$ cat src/rtl/assert_macros.svh
// ----------------------------------------------------------------------------
// Assertion macros
// Clocked implication checks, disabled while the active-low reset is asserted.
// ----------------------------------------------------------------------------
`ifndef ASSERT_MACROS_SVH
`define ASSERT_MACROS_SVH

// same-cycle implication
`define ASSERT_SAME(label, clk, rst_n, ante, cons, msg) \
    label: assert property (@(posedge clk) disable iff (!rst_n) (ante) |-> (cons)) \
        else $error(msg);

// next-cycle implication
`define ASSERT_NEXT(label, clk, rst_n, ante, cons, msg) \
    label: assert property (@(posedge clk) disable iff (!rst_n) (ante) |=> (cons)) \
        else $error(msg);

`endif

$ cat src/rtl/pdc_pkg.sv
// ----------------------------------------------------------------------------
// pdc_pkg
// Shared types, constants and helpers of the differential drive PID unit.
// ----------------------------------------------------------------------------
package pdc_pkg;

    localparam int GAIN_FRAC_BITS = 8;
    localparam int SPEED_MAX      = 255;

    localparam int GAIN_W     = 16;
    localparam int POS_W      = 16;
    localparam int CNT_W      = 32;
    localparam int SPEED_W    = 8;
    localparam int CFG_IDX_W  = 3;
    localparam int CFG_DATA_W = 16;

    // products and their sum
    localparam int PROD_W  = GAIN_W + 1 + CNT_W;      // gain * error / integral
    localparam int PRODD_W = GAIN_W + 1 + CNT_W + 1;  // gain * derivative
    localparam int SUM_W   = PRODD_W + 2;
    localparam int CORR_W  = SUM_W - GAIN_FRAC_BITS;

    localparam int NUM_STAGES = 6;

    // register indexes
    localparam logic [CFG_IDX_W-1:0] IDX_FWD_KP      = 3'd0;
    localparam logic [CFG_IDX_W-1:0] IDX_FWD_KI      = 3'd1;
    localparam logic [CFG_IDX_W-1:0] IDX_FWD_KD      = 3'd2;
    localparam logic [CFG_IDX_W-1:0] IDX_BWD_KP      = 3'd3;
    localparam logic [CFG_IDX_W-1:0] IDX_BWD_KI      = 3'd4;
    localparam logic [CFG_IDX_W-1:0] IDX_BWD_KD      = 3'd5;
    localparam logic [CFG_IDX_W-1:0] IDX_BASE_SPEED  = 3'd6;
    localparam logic [CFG_IDX_W-1:0] IDX_LINE_CENTER = 3'd7;

    // tick modes
    localparam logic OP_FWD = 1'b0;
    localparam logic OP_BWD = 1'b1;

    typedef struct packed {
        logic [GAIN_W-1:0]  fwd_kp;
        logic [GAIN_W-1:0]  fwd_ki;
        logic [GAIN_W-1:0]  fwd_kd;
        logic [GAIN_W-1:0]  bwd_kp;
        logic [GAIN_W-1:0]  bwd_ki;
        logic [GAIN_W-1:0]  bwd_kd;
        logic [SPEED_W-1:0] base_speed;
        logic [POS_W-1:0]   line_center;
    } t_cfg;

    typedef struct packed {
        logic [NUM_STAGES-1:0] valid;
        logic [NUM_STAGES-1:0] load;
    } t_pipe_ctl;

    typedef struct packed {
        logic                    op;
        logic signed [CNT_W-1:0] err;
        logic signed [CNT_W-1:0] acc;
        logic signed [CNT_W:0]   deriv;
    } t_terms;

    // saturate a 33-bit signed value to 32 bits
    function automatic logic signed [CNT_W-1:0] sat32(input logic signed [CNT_W:0] v);
        logic signed [CNT_W-1:0] res;
        if (v[CNT_W] != v[CNT_W-1]) begin
            res = v[CNT_W] ? {1'b1, {(CNT_W-1){1'b0}}} : {1'b0, {(CNT_W-1){1'b1}}};
        end else begin
            res = v[CNT_W-1:0];
        end
        return res;
    endfunction

endpackage

$ cat src/rtl/pdc_front.sv
// ----------------------------------------------------------------------------
// pdc_front
// Input register, error stage and per-mode integral and last-error state.
// ----------------------------------------------------------------------------
module pdc_front (
    input  logic                              i_clk,
    input  logic                              i_rst_n,
    input  pdc_pkg::t_pipe_ctl                i_ctl,
    input  pdc_pkg::t_cfg                     i_cfg,
    input  logic                              i_op,
    input  logic [pdc_pkg::POS_W-1:0]         i_position,
    input  logic signed [pdc_pkg::CNT_W-1:0]  i_left_count,
    input  logic signed [pdc_pkg::CNT_W-1:0]  i_right_count,
    output pdc_pkg::t_terms                   o_terms
);
    import pdc_pkg::*;

    // input register
    logic                    r_op0;
    logic [POS_W-1:0]        r_pos0;
    logic signed [CNT_W-1:0] r_left0;
    logic signed [CNT_W-1:0] r_right0;

    // error register
    logic                    r_op1;
    logic signed [CNT_W-1:0] r_err1;
    logic signed [CNT_W-1:0] n_err1;
    logic signed [CNT_W:0]   w_cnt_diff;

    // mode state
    logic signed [CNT_W-1:0] r_fwd_accum;
    logic signed [CNT_W-1:0] r_fwd_prev;
    logic signed [CNT_W-1:0] r_bwd_accum;
    logic signed [CNT_W-1:0] r_bwd_prev;
    logic signed [CNT_W-1:0] w_acc_old;
    logic signed [CNT_W-1:0] w_prev_old;
    logic signed [CNT_W-1:0] n_acc;
    logic signed [CNT_W:0]   n_deriv;

    t_terms r_terms;

    always_ff @(posedge i_clk) begin
        if (i_ctl.load[0]) begin
            r_op0    <= i_op;
            r_pos0   <= i_position;
            r_left0  <= i_left_count;
            r_right0 <= i_right_count;
        end
    end

    always_comb begin
        w_cnt_diff = {r_left0[CNT_W-1], r_left0} - {r_right0[CNT_W-1], r_right0};
        if (r_op0 == OP_FWD) begin
            n_err1 = $signed({{(CNT_W-POS_W){1'b0}}, r_pos0})
                   - $signed({{(CNT_W-POS_W){1'b0}}, i_cfg.line_center});
        end else begin
            n_err1 = sat32(w_cnt_diff);
        end
    end

    always_ff @(posedge i_clk) begin
        if (i_ctl.load[1]) begin
            r_op1  <= r_op0;
            r_err1 <= n_err1;
        end
    end

    always_comb begin
        w_acc_old  = (r_op1 == OP_FWD) ? r_fwd_accum : r_bwd_accum;
        w_prev_old = (r_op1 == OP_FWD) ? r_fwd_prev  : r_bwd_prev;
        n_acc      = sat32({w_acc_old[CNT_W-1], w_acc_old} + {r_err1[CNT_W-1], r_err1});
        n_deriv    = {r_err1[CNT_W-1], r_err1} - {w_prev_old[CNT_W-1], w_prev_old};
    end

    // the state advances exactly when an item leaves the error register
    always_ff @(posedge i_clk) begin
        if (!i_rst_n) begin
            r_fwd_accum <= '0;
            r_fwd_prev  <= '0;
            r_bwd_accum <= '0;
            r_bwd_prev  <= '0;
        end else if (i_ctl.load[2]) begin
            if (r_op1 == OP_FWD) begin
                r_fwd_accum <= n_acc;
                r_fwd_prev  <= r_err1;
            end else begin
                r_bwd_accum <= n_acc;
                r_bwd_prev  <= r_err1;
            end
        end
    end

    always_ff @(posedge i_clk) begin
        if (i_ctl.load[2]) begin
            r_terms.op    <= r_op1;
            r_terms.err   <= r_err1;
            r_terms.acc   <= n_acc;
            r_terms.deriv <= n_deriv;
        end
    end

    assign o_terms = r_terms;
endmodule

$ cat config.mk
export PLATFORM = sky130hd
export DESIGN_NAME = pdc_front
export DESIGN_NICKNAME = d
export VERILOG_FILES = /design/src/rtl/assert_macros.svh /design/src/rtl/pdc_pkg.sv /design/src/rtl/pdc_front.sv
export SDC_FILE = /design/constraint.sdc
export NUM_CORES = 1
export LEC_CHECK = 0
export BUFFER_PORTS_ARGS = -buffer_cell sky130_fd_sc_hd__buf_2
export CORE_ASPECT_RATIO = 1.25
export CORE_MARGIN = 4
export CORE_UTILIZATION = 55
export DETAILED_ROUTE_END_ITERATION = 8
export GPL_TIMING_DRIVEN = 0
export PLACE_DENSITY_LB_ADDON = 0.12
export SYNTH_ARGS = -nofsm -noshare
export SYNTH_HDL_FRONTEND = slang
export SYNTH_SLANG_ARGS = --single-unit
$ cat constraint.sdc
create_clock -name i_clk -period 5.7 [get_ports i_clk]
set_input_delay 1.14 -clock i_clk [delete_from_list [all_inputs] [get_ports i_clk]]
set_output_delay 1.14 -clock i_clk [all_outputs]
set_load 0.01 [all_outputs]
; ---- After elaboration in Yosys (flattened, before gate mapping)
; Cells that the tools add are included.
; Widths: inputs -> output; s select.
[classes]
n_addsub = 4
eq_ne = 2
muxes = 7
bitwise_logic = 1
reduce_logical = 2
[op_table]
columns = operator, count
row1 = $mux 32, 7
row2 = $sub 32x32->33, 2
row3 = $add 32x32->33, 1
row4 = $sub 16x16->17, 1
row5 = $reduce_and 2->1, 2
row6 = $ne 1x1->1, 2
row7 = $not 1->1, 1
[word_totals]
reg_bits = 340
elab_cells = 30

; ---- Depth between registers and ports, before layout
; Gate-level depths: netlist of the first run.
[logic_depth]
depth_word = 4
mapped_depth = 17
ltp_nobuf = 14

; ---- Least setup slack after synthesis of the first run
; No wires, ideal clock.
[synth_timing]
path_kind = register to register
start = register r_op1
end = register r_terms (netlist bit o_terms[59]) (data pin)
setup_ps = 259
arrival_time_ps = 3665
path_slack_ps = 1777
path_stages_with_launch = 15
cell_sequence = edfxtp_1 buf_1 buf_1 mux2i_1 fa_1 nand2b_1 a21oi_2 o41ai_2 o31a_2 o31a_1 o21ba_1 o31a_1 xnor2_1 a21boi_1 inv_1
[synth_between]
elab_chain_len = 4
word_cells_on_any_way = 5
cone_classes = 1 x add/sub / 1 x eq/ne / 3 x mux
[synth_rtl]
columns = item, line
row1 = from (decl), pdc_front.sv:25  ; logic r_op1;
row2 = from (signal assigned), pdc_front.sv:63  ; r_op1 <= r_op0;
row3 = $mux 32 (*), pdc_front.sv:69  ; w_acc_old = (r_op1 == OP_FWD) ? r_fwd_accum : r_bwd_accum;
row4 = $add 32x32->33 (*), pdc_front.sv:71  ; n_acc = sat32({w_acc_old[CNT_W-1], w_acc_old} + {r_err1[CNT_W-1], r_err1});
row5 = $mux 32 / $ne 1x1->1 (equally long branches), "pdc_pkg.sv:66, pdc_pkg.sv:65"
row6 = $mux 32 (*), pdc_pkg.sv:65  ; if (v[CNT_W] != v[CNT_W-1]) begin
row7 = via n_acc[26], pdc_front.sv:37  ; logic signed [CNT_W-1:0] n_acc;
row8 = to (decl), pdc_front.sv:40  ; t_terms r_terms;
; The timed path passes the listed nets; every way through them passes the cells marked *.
; A chain may end at the register's enable or synchronous reset.

; ---- Final worst setup path of the first run
[layout_timing]
start = register r_op1
end = register r_terms (netlist bit o_terms[35]) (data pin)
; Same word-level chain as after synthesis.

==> results_dict.tcl, run 1 <==
set metrics [dict create \
    outcome "complete, no violations" \
    slew_headroom 0.401 \
    totalPowerFinal_mw 8.40 \
    insertion_delay_ns 0.54 \
    power.leakage_nw 8.70 \
    end_kind "flip-flop" \
    wl_um 41700 \
    wl_per_cell_um 17.4 \
    grt_max_degree 75 \
    ant_nets 0 \
    synth_cell_types 82 \
    drc 0 \
    nets 2287 \
    drive_gt1_frac 0.192 \
    fp.dieArea_sq_um 35800 \
    rows 73 \
    ctsHoldBuffers 0 \
    hold_viol_final 0 \
    portBuffers 198 \
    place.gp.congestion 0.911 \
    htree_levels 2 \
    io_pins 313 \
    r2r_end "o_terms[35]$_DFFE_PP_" \
    cellPowerDensity_nw_per_um2 402 \
    synth_nets 2049 \
    synth_fa_ha_area_frac 0.0843 \
    viasPerCell 5.59 \
    ys_seq_elements 340 \
    routed-via-count 13408 \
    synth_top_area_frac 0.353 \
    synth_compound_area_frac 0.204 \
    timing.final.crit_share 0.953 \
    synth-simple-area-share 0.0946 \
    crit_start "r_op1$_DFFE_PP_" \
    ir_drop_v 0.000298 \
    cap_viol_max_count 0 \
    ys.flop_type "edfxtp_1" \
    multi_input_area_sq_um 8460 \
    synth_warnings 0 \
    finClkSkew_ns 0.0186 \
    regArea_sq_um 8930 \
    cp_max_fo 10 \
    die_w_um 170 \
    yosysSeqAreaShare 0.494 \
    path_clk_slew_ns 0.06 \
    netlist_instances 1718 \
    finalMaxSlewViolations 0 \
    syn_area_sq_um 18100 \
    synth_edf_count 212 \
    setup_violations 0 \
    grt_pass1_wl_um 66700 \
    avgSynthCellArea_sq_um 10.5 \
    crit_type "reg2reg" \
    postCtsSetupBuffers 0 \
    numCtsBuffers 36 \
    ys_top_cells_by_count "nand2_1, edfxtp_1, dfxtp_1" \
    initial_core_util 0.562 \
    grtUsageMet3 0.0388 \
    n_fill_cell 2642 \
    post-route-cell-area_sq_um 20900 \
    grt_busiest_layer "met2" \
    final_core_util 0.650 \
    yosysTopAreaCell "edfxtp_1" \
    antenna_found_initial 0 \
    synth_top_family_by_area "compound AO/OA/AOI/OAI gates" \
    cts_buffer_depth 3 \
    drtIter0Drc 865 \
    clockRootBuffer "clkbuf_16" \
    critPathCapture "o_terms[35]$_DFFE_PP_" \
    clock.fmax_ghz 0.184 \
    grt_setup_unrepaired "false" \
    worstPathRequired_ns 5.97 \
    cts-resized-gates 0 \
    met1_usage 0.279 \
    grt_pass1_vias 13527 \
    clock-sinks 340 \
    r2r_cells 16 \
    synth_xor_area_frac 0.0455 \
    use_met2 0.393 \
    placed_area_sq_um 19600 \
    die_y_um 211 \
    area_growth_pct 15.7 \
    grt_overflow_total 0 \
    synth-async-reset-ratio 0 \
    synth.most_common_cell "nand2_1" \
    track_usage 0.229 \
    core_area_sq_um 32200 \
    holdWs_ns 0.452 \
    rrSetupSlack_ns 0.27 \
    hold_class "reg2reg" \
    drt_first_pass_iters 5 \
    setup_tns_ns 0 \
    startpoint_type "flip-flop" \
    hpwl_um 31900 \
    rr_startpoint "r_op1$_DFFE_PP_" \
    synth_mux_area_frac 0.0396 \
    critPathArrivalTime_ns 5.70 \
    layout_min_cycle_time_ns 5.43 \
    max_slew.worst_pin.slew_ns 0.898 \
    cts_tree "yes" \
    synth_area_leaders "edfxtp_1, dfxtp_1, ha_1" \
]
==> cell families after synthesis <==
| group | Yosys count |
|---|---|
| buffers and inverters | 162 |
| AOI/OAI and AO/OA | 546 |
| muxes | 67 |
| adders and majority gates | 120 |
| and+or+nand+nor | 390 |
| DFF | 340 |
| xor gates and xnor gates | 93 |
==> layout make-up <==
type	count	share of cell area
Antenna cell	1	0.000120
Buffer	71	0.0159
Clock buffer	42	0.0457
Clock inverter	24	0.0153
Inverter	91	0.0163
Multi-Input combinational cell	1216	0.405
Sequential cell	340	0.427
Tap cell	412	0.0247
Timing Repair Buffer	200	0.0503
==> layer usage <==
| layer | part of all wire | routed length (um) |
|---|---|---|
| met2 | 0.49 | 20200 |
| met1 | 0.41 | 17100 |
| met5 | 0 | 0 |
| met4 | 0.050 | 2080 |
| met3 | 0.054 | 2240 |
==> critical path, stage by stage (launching register included) <==
cell and delay [ns]:
edfxtp_1 0.44, buf_1 0.51, buf_1 0.72, mux2i_1 0.38, inv_1 0.09, ha_1 0.32, a211oi_1 0.09, nor2_1 0.27
o21ai_1 0.19, a31oi_2 0.32, a41oi_2 0.23, o211ai_2 0.44, a211oi_2 0.10, a21oi_2 0.33, buf_2 0.34, buf_2 0.29
nand2_1 0.09
==> registers in the layout, indices dropped and copies added (netlist names) <==
register,flops
r_fwd_prev,32
r_pos0,16
r_op1,1
r_bwd_prev,32
o_terms,98
r_err1,32
r_bwd_accum,32
r_left0,32
r_fwd_accum,32
r_right0,32
r_op0,1
==> stage by stage <==
step           instances  setup slack [ns]
6_report            2397             0.266
3_3_place_gp        2328             0.328
2_1_floorplan       1718              1.78
3_5_place_dp        2330             0.350
5_1_grt             2396            0.0245
4_1_cts             2396             0.323
==> how the worst min path moves through the flow <==
stage	startpoint	endpoint	depth (start not counted)
global placement	r_op0$_DFFE_PP_	r_op1$_DFFE_PP_	0
finish	r_op0$_DFFE_PP_	r_op1$_DFFE_PP_	0
floorplan	r_op0$_DFFE_PP_	r_op1$_DFFE_PP_	0
CTS	r_op0$_DFFE_PP_	r_op1$_DFFE_PP_	0
global route	r_fwd_prev[16]$_SDFFE_PN0P_	r_fwd_prev[16]$_SDFFE_PN0P_	2
detailed placement	r_op0$_DFFE_PP_	r_op1$_DFFE_PP_	0
==> where the power goes <==
group / switching, mW / leakage (nW) / internal (mW)
logic: 1.53 / 4.97 / 1.04
clock network: 0.962 / 0.610 / 1.53
registers: 0.213 / 3.12 / 3.11
==> placed cells by master, fill, tap and decap left out, types with 5 or more instances in the layout <==
| cell | n |
|---|---|
| dfxtp_1 | 128 |
| mux2_2 | 35 |
| o31a_1 | 6 |
| o21a_1 | 12 |
| buf_1 | 6 |
| a21oi_1 | 123 |
| o211ai_1 | 7 |
| o21ai_1 | 6 |
| nand2_1 | 243 |
| bufinv_16 | 7 |
| clkinvlp_4 | 5 |
| nand3_1 | 20 |
| mux2i_1 | 32 |
| clkbuf_1 | 51 |
| buf_6 | 7 |
| xor2_1 | 28 |
| edfxtp_1 | 212 |
| o21bai_1 | 10 |
| a31oi_1 | 6 |
| nor2_1 | 46 |
| buf_2 | 207 |
| a21boi_0 | 74 |
| and3_1 | 12 |
| nor3_1 | 10 |
| ha_1 | 112 |
| nor2b_1 | 13 |
| inv_1 | 90 |
| a21o_1 | 56 |
| a22oi_1 | 9 |
| o31ai_1 | 6 |
| nand2b_1 | 13 |
| nand4_1 | 9 |
| a211oi_1 | 9 |
| o21ai_0 | 127 |
| a21oi_2 | 43 |
| clkbuf_16 | 37 |
| xnor2_1 | 64 |
| clkinv_2 | 5 |
Note: power is estimated with default switching activity, not from simulation.
==> run 2: changes to the inputs <==
--- a/config.mk
+++ b/config.mk
@@ -6,9 +6,11 @@
 export NUM_CORES = 1
 export LEC_CHECK = 0
 export BUFFER_PORTS_ARGS = -buffer_cell sky130_fd_sc_hd__buf_2
+export CELL_PAD_IN_SITES_DETAIL_PLACEMENT = 1
+export CELL_PAD_IN_SITES_GLOBAL_PLACEMENT = 1
 export CORE_ASPECT_RATIO = 1.25
 export CORE_MARGIN = 4
-export CORE_UTILIZATION = 55
+export CORE_UTILIZATION = 44
 export DETAILED_ROUTE_END_ITERATION = 8
 export GPL_TIMING_DRIVEN = 0
 export PLACE_DENSITY_LB_ADDON = 0.12
==> results_dict.tcl, run 2 (same netlist as run 1, synthesis figures left out) <==
set metrics [dict create \
    die_w_um 189 \
    initial_core_util 0.448 \
    setup_slack_ns 0.298 \
    antenna_found_initial 0 \
    fp.dieArea_sq_um 44400 \
    portBuffers 198 \
    cts-resized-gates 0 \
    drt_first_pass_iters 5 \
    final_cell_mix "nand2_1, edfxtp_1, buf_2, dfxtp_1, o21ai_0" \
    min_to "r_op1$_DFFE_PP_" \
    max_slew.worst_pin.slew_ns 0.926 \
    whs_path_depth 0 \
    path_cells "buf_1 > clkbuf_1 > mux2_2 > ha_1 > a21oi_1 > a21boi_0 > a311oi_1 > o22ai_1 > o31ai_2 > a211oi_2 > a21oi_2 > buf_2 > buf_2 > nand2_1" \
    grt_overflow_total 0 \
    nets 2289 \
    use_met2 0.402 \
    rr_startpoint "r_op1$_DFFE_PP_" \
    wl_um 48100 \
    layout_min_cycle_time_ns 5.40 \
    place_ws_ns 0.0893 \
    drc 0 \
    grt_pass1_wl_um 76700 \
    core_area_sq_um 40300 \
    grt_setup_unrepaired "false" \
    wl_per_cell_um 19.0 \
    setup_violations 0 \
    finClkSkew_ns 0.0230 \
    final_core_util 0.522 \
    area_growth_pct 16.6 \
    htree_levels 2 \
    drive_gt1_frac 0.190 \
    end_kind "flip-flop" \
    routed-via-count 13530 \
    cts_buffer_depth 3 \
    cts_tree "yes" \
    ant_nets 0 \
    rrSetupSlack_ns 0.30 \
    hpwl_um 37800 \
    cellPowerDensity_nw_per_um2 402 \
    hp-start "r_op0$_DFFE_PP_" \
    r2r_end "o_terms[50]$_DFFE_PP_" \
    hold_class "reg2reg" \
    numCtsBuffers 38 \
    crit_type "reg2reg" \
    met1_usage 0.253 \
    slew_headroom 0.383 \
    outcome "complete, no violations" \
    grtUsageMet3 0.0295 \
    io_pins 313 \
    worstPathRequired_ns 5.99 \
    clock-sinks 340 \
    path_clk_slew_ns 0.06 \
    place.gp.congestion 0.862 \
    insertion_delay_ns 0.55 \
    power.leakage_nw 8.70 \
    startpoint_type "flip-flop" \
    ctsHoldBuffers 0 \
    grt_max_degree 72 \
    track_usage 0.214 \
    hold_viol_final 0 \
    cp_slowest_cell "buf_1" \
    cp_common_cell "buf_2" \
    grt_busiest_layer "met2" \
    largest_reg_flops 98 \
    cp_max_fo 10 \
    grt_pass1_vias 14527 \
    cap_viol_max_count 0 \
    final_common_cell "nand2_1" \
    ir_drop_v 0.000236 \
    crit_path_max_incr_delay_ns 0.60 \
    die_y_um 235 \
    postCtsSetupBuffers 0 \
    critPathArrivalTime_ns 5.69 \
    finalMaxSlewViolations 0 \
    viasPerCell 5.34 \
    clock.fmax_ghz 0.185 \
    r2r_cells 14 \
    timing.final.crit_share 0.948 \
    rows 82 \
    drtIter0Drc 468 \
    clockRootBuffer "clkbuf_16" \
    setup_tns_ns 0 \
]
==> run 2: changes by cell type in the layout (fill, tap and decap cells not counted), sizes merged <==
cell,before,now
clkinvlp,5,1
clkinv,9,15
bufinv,7,3
buf,224,223
inv,94,90
clkbuf,89,100
==> run 2: cell type report <==
class                           instances  area (sq um)
Antenna cell                            1          2.50
Buffer                                 71           334
Clock buffer                           52          1090
Clock inverter                         18           169
Fill cell                            4510         19300
Inverter                               91           342
Multi-Input combinational cell       1216          8460
Sequential cell                       340          8930
Tap cell                              546           683
Timing Repair Buffer                  200          1050
==> run 2: power by group <==
group | internal, mW | leakage (nW) | switching [mW]
Clock | 1.48 | 0.615 | 0.991
Sequential | 3.12 | 3.12 | 0.224
Combinational | 1.05 | 4.97 | 1.60
Total | 5.64 | 8.70 | 2.82
==> run 2: worst max path at each step <==
stage                    startpoint                     to  slack (ns)  depth (start not counted)
CTS                 r_op1$_DFFE_PP_  o_terms[50]$_DFFE_PP_        0.11                         16
finish              r_op1$_DFFE_PP_  o_terms[50]$_DFFE_PP_        0.30                         14
floorplan           r_op1$_DFFE_PP_  o_terms[59]$_DFFE_PP_        1.78                         14
global route        r_op1$_DFFE_PP_  o_terms[37]$_DFFE_PP_        0.02                         14
detailed placement  r_op1$_DFFE_PP_  o_terms[50]$_DFFE_PP_        0.09                         16
global placement    r_op1$_DFFE_PP_  o_terms[49]$_DFFE_PP_        0.22                         15
==> run 2: worst max-delay path: cells and delay by family (launching register included) <==
family                     cells  cell delay [ns]
AOI/OAI and AO/OA              7             1.98
buffers and inverters          4             1.83
and+or+nand+nor                1             0.08
DFF                            1             0.49
muxes                          1             0.41
adders and majority gates      1             0.36
==> run 2: layer usage <==
layer	wire length, um	share of wire
met5	0	0
met4	1500	0.031
met3	1720	0.036
met2	24900	0.52
met1	20000	0.42
==> run 2: per-stage QoR <==
step	power, mW	std cells	cell area (sq um)	hold WS, ns
floorplan	5.15	1718	18100	0.424
global placement	5.96	2462	19700	0.439
detailed placement	6.05	2464	19800	0.439
CTS	8.56	2534	21100	0.446
global route	8.98	2534	21100	0.474
finish	8.46	2535	21100	0.448
==> run 3: changes to the inputs <==
--- a/config.mk
+++ b/config.mk
@@ -12,7 +12,7 @@
 export CORE_MARGIN = 4
 export CORE_UTILIZATION = 44
 export DETAILED_ROUTE_END_ITERATION = 8
-export GPL_TIMING_DRIVEN = 0
+export MAX_ROUTING_LAYER = met4
 export PLACE_DENSITY_LB_ADDON = 0.12
 export SYNTH_ARGS = -nofsm -noshare
 export SYNTH_HDL_FRONTEND = slang
==> results_dict.tcl, run 3 (same netlist as run 1, synthesis figures left out) <==
set metrics [dict create \
    wl_per_cell_um 18.6 \
    track_usage 0.211 \
    finClkSkew_ns 0.0203 \
    rrSetupSlack_ns 1.11 \
    htree_levels 2 \
    cap_viol_max_count 0 \
    ir_drop_v 0.000276 \
    finalMaxSlewViolations 0 \
    die_y_um 235 \
    clock-sinks 340 \
    die_w_um 189 \
    portBuffers 199 \
    drc 0 \
    worstPathRequired_ns 5.99 \
    min_to "r_fwd_prev[23]$_SDFFE_PN0P_" \
    ant_nets 0 \
    drtIter0Drc 530 \
    max_slew.worst_pin.slew_ns 1.05 \
    startpoint_type "flip-flop" \
    hold_class "reg2reg" \
    core_area_sq_um 40300 \
    insertion_delay_ns 0.53 \
    crit_type "reg2reg" \
    setup_slack_ns 1.11 \
    viasPerCell 5.39 \
    cts_tree "yes" \
    hold_viol_final 0 \
    final_common_cell "nand2_1" \
    final_cell_mix "nand2_1, edfxtp_1, buf_2, dfxtp_1, o21ai_0" \
    place_ws_ns 1.04 \
    cts_buffer_depth 3 \
    power.leakage_nw 8.58 \
    path_clk_slew_ns 0.06 \
    drive_gt1_frac 0.194 \
    nets 2230 \
    rows 82 \
    cp_max_fo 27 \
    place.gp.congestion 0.871 \
    critPathArrivalTime_ns 4.88 \
    antenna_found_initial 1 \
    clockRootBuffer "clkbuf_16" \
    grt_overflow_total 0 \
    grt_max_degree 117 \
    outcome "complete, no violations" \
    setup_tns_ns 0 \
    timing.final.crit_share 0.805 \
    layout_min_cycle_time_ns 4.59 \
    grt_pass1_vias 14322 \
    initial_core_util 0.448 \
    cts-resized-gates 0 \
    r2r_end "o_terms[51]$_DFFE_PP_" \
    r2r_cells 14 \
    io_pins 313 \
    stdcell_count 2472 \
    hpwl_um 33500 \
    hp-start "r_fwd_prev[23]$_SDFFE_PN0P_" \
    clock.fmax_ghz 0.218 \
    ctsHoldBuffers 0 \
    rr_startpoint "r_op1$_DFFE_PP_" \
    grt_setup_unrepaired "false" \
    grt_pass1_wl_um 73900 \
    whs_path_depth 2 \
    numCtsBuffers 37 \
    slew_headroom 0.303 \
    area_growth_pct 14.7 \
    setup_violations 0 \
    fp.dieArea_sq_um 44400 \
    wl_um 45900 \
    drt_first_pass_iters 4 \
    place_inst 2406 \
    postCtsSetupBuffers 0 \
    end_kind "flip-flop" \
    cellPowerDensity_nw_per_um2 398 \
    routed-via-count 13325 \
    largest_reg_flops 98 \
]
-- run 3: worst max-delay path, stage by stage (launching register included) --
cell      delay [ns]
edfxtp_1        0.76
buf_12          0.26
mux2_2          0.37
ha_1            0.40
nand3_1         0.11
a211oi_1        0.22
o21ai_1         0.15
a31oi_2         0.28
a41oi_2         0.24
o211ai_2        0.41
a211oi_2        0.09
a21oi_2         0.33
buf_4           0.39
a21boi_2        0.27
inv_1           0.06
-- run 3: power breakdown --
group	internal (mW)	switching, mW	leakage (nW)	total [mW]
Combinational	1.02	1.56	4.89	2.58
Sequential	3.12	0.224	3.12	3.34
Clock	1.37	0.962	0.574	2.33
-- run 3: stage by stage --
step           power, mW  cell area, sq um  hold slack (ns)  utilization
3_5_place_dp        5.99             19500            0.459        0.485
2_1_floorplan       5.15             18100            0.424            -
6_report            8.25             20700            0.465        0.514
3_3_place_gp        5.91             19500            0.449        0.485
5_1_grt             8.77             20700            0.483        0.514
4_1_cts             8.36             20700            0.468        0.514
-- run 3: area by class of cell --
type / count / area [sq um]
multi-input combinational: 1216 / 8470
fill: 4506 / 19600
timing repair buffer: 213 / 1120
clock buffer: 50 / 1040
antenna: 1 / 2.50
clock inverter: 15 / 128
inverter: 91 / 342
tap: 546 / 683
sequential: 340 / 8930
-- run 3: how the worst max path moves through the flow --
stage / startpoint / to / slack [ns] / depth (start not counted)
detailed placement: r_op1$_DFFE_PP_ / o_terms[51]$_DFFE_PP_ / 1.04 / 14
global route: r_op1$_DFFE_PP_ / o_terms[51]$_DFFE_PP_ / 0.73 / 15
floorplan: r_op1$_DFFE_PP_ / o_terms[59]$_DFFE_PP_ / 1.78 / 14
global placement: r_op1$_DFFE_PP_ / o_terms[51]$_DFFE_PP_ / 1.08 / 14
finish: r_op1$_DFFE_PP_ / o_terms[51]$_DFFE_PP_ / 1.11 / 14
CTS: r_op1$_DFFE_PP_ / o_terms[51]$_DFFE_PP_ / 1.03 / 14
-- run 3: routing by layer --
| layer | part of all wire | track usage | vias to the layer above |
|---|---|---|---|
| met2 | 0.50 | 0.372 | 224 |
| met3 | 0.036 | 0.0261 | 64 |
| li1 | - | - | 6566 |
| met1 | 0.44 | 0.256 | 6471 |
| met4 | 0.024 | 0.0581 | 0 |
| met5 | 0 | - | - |
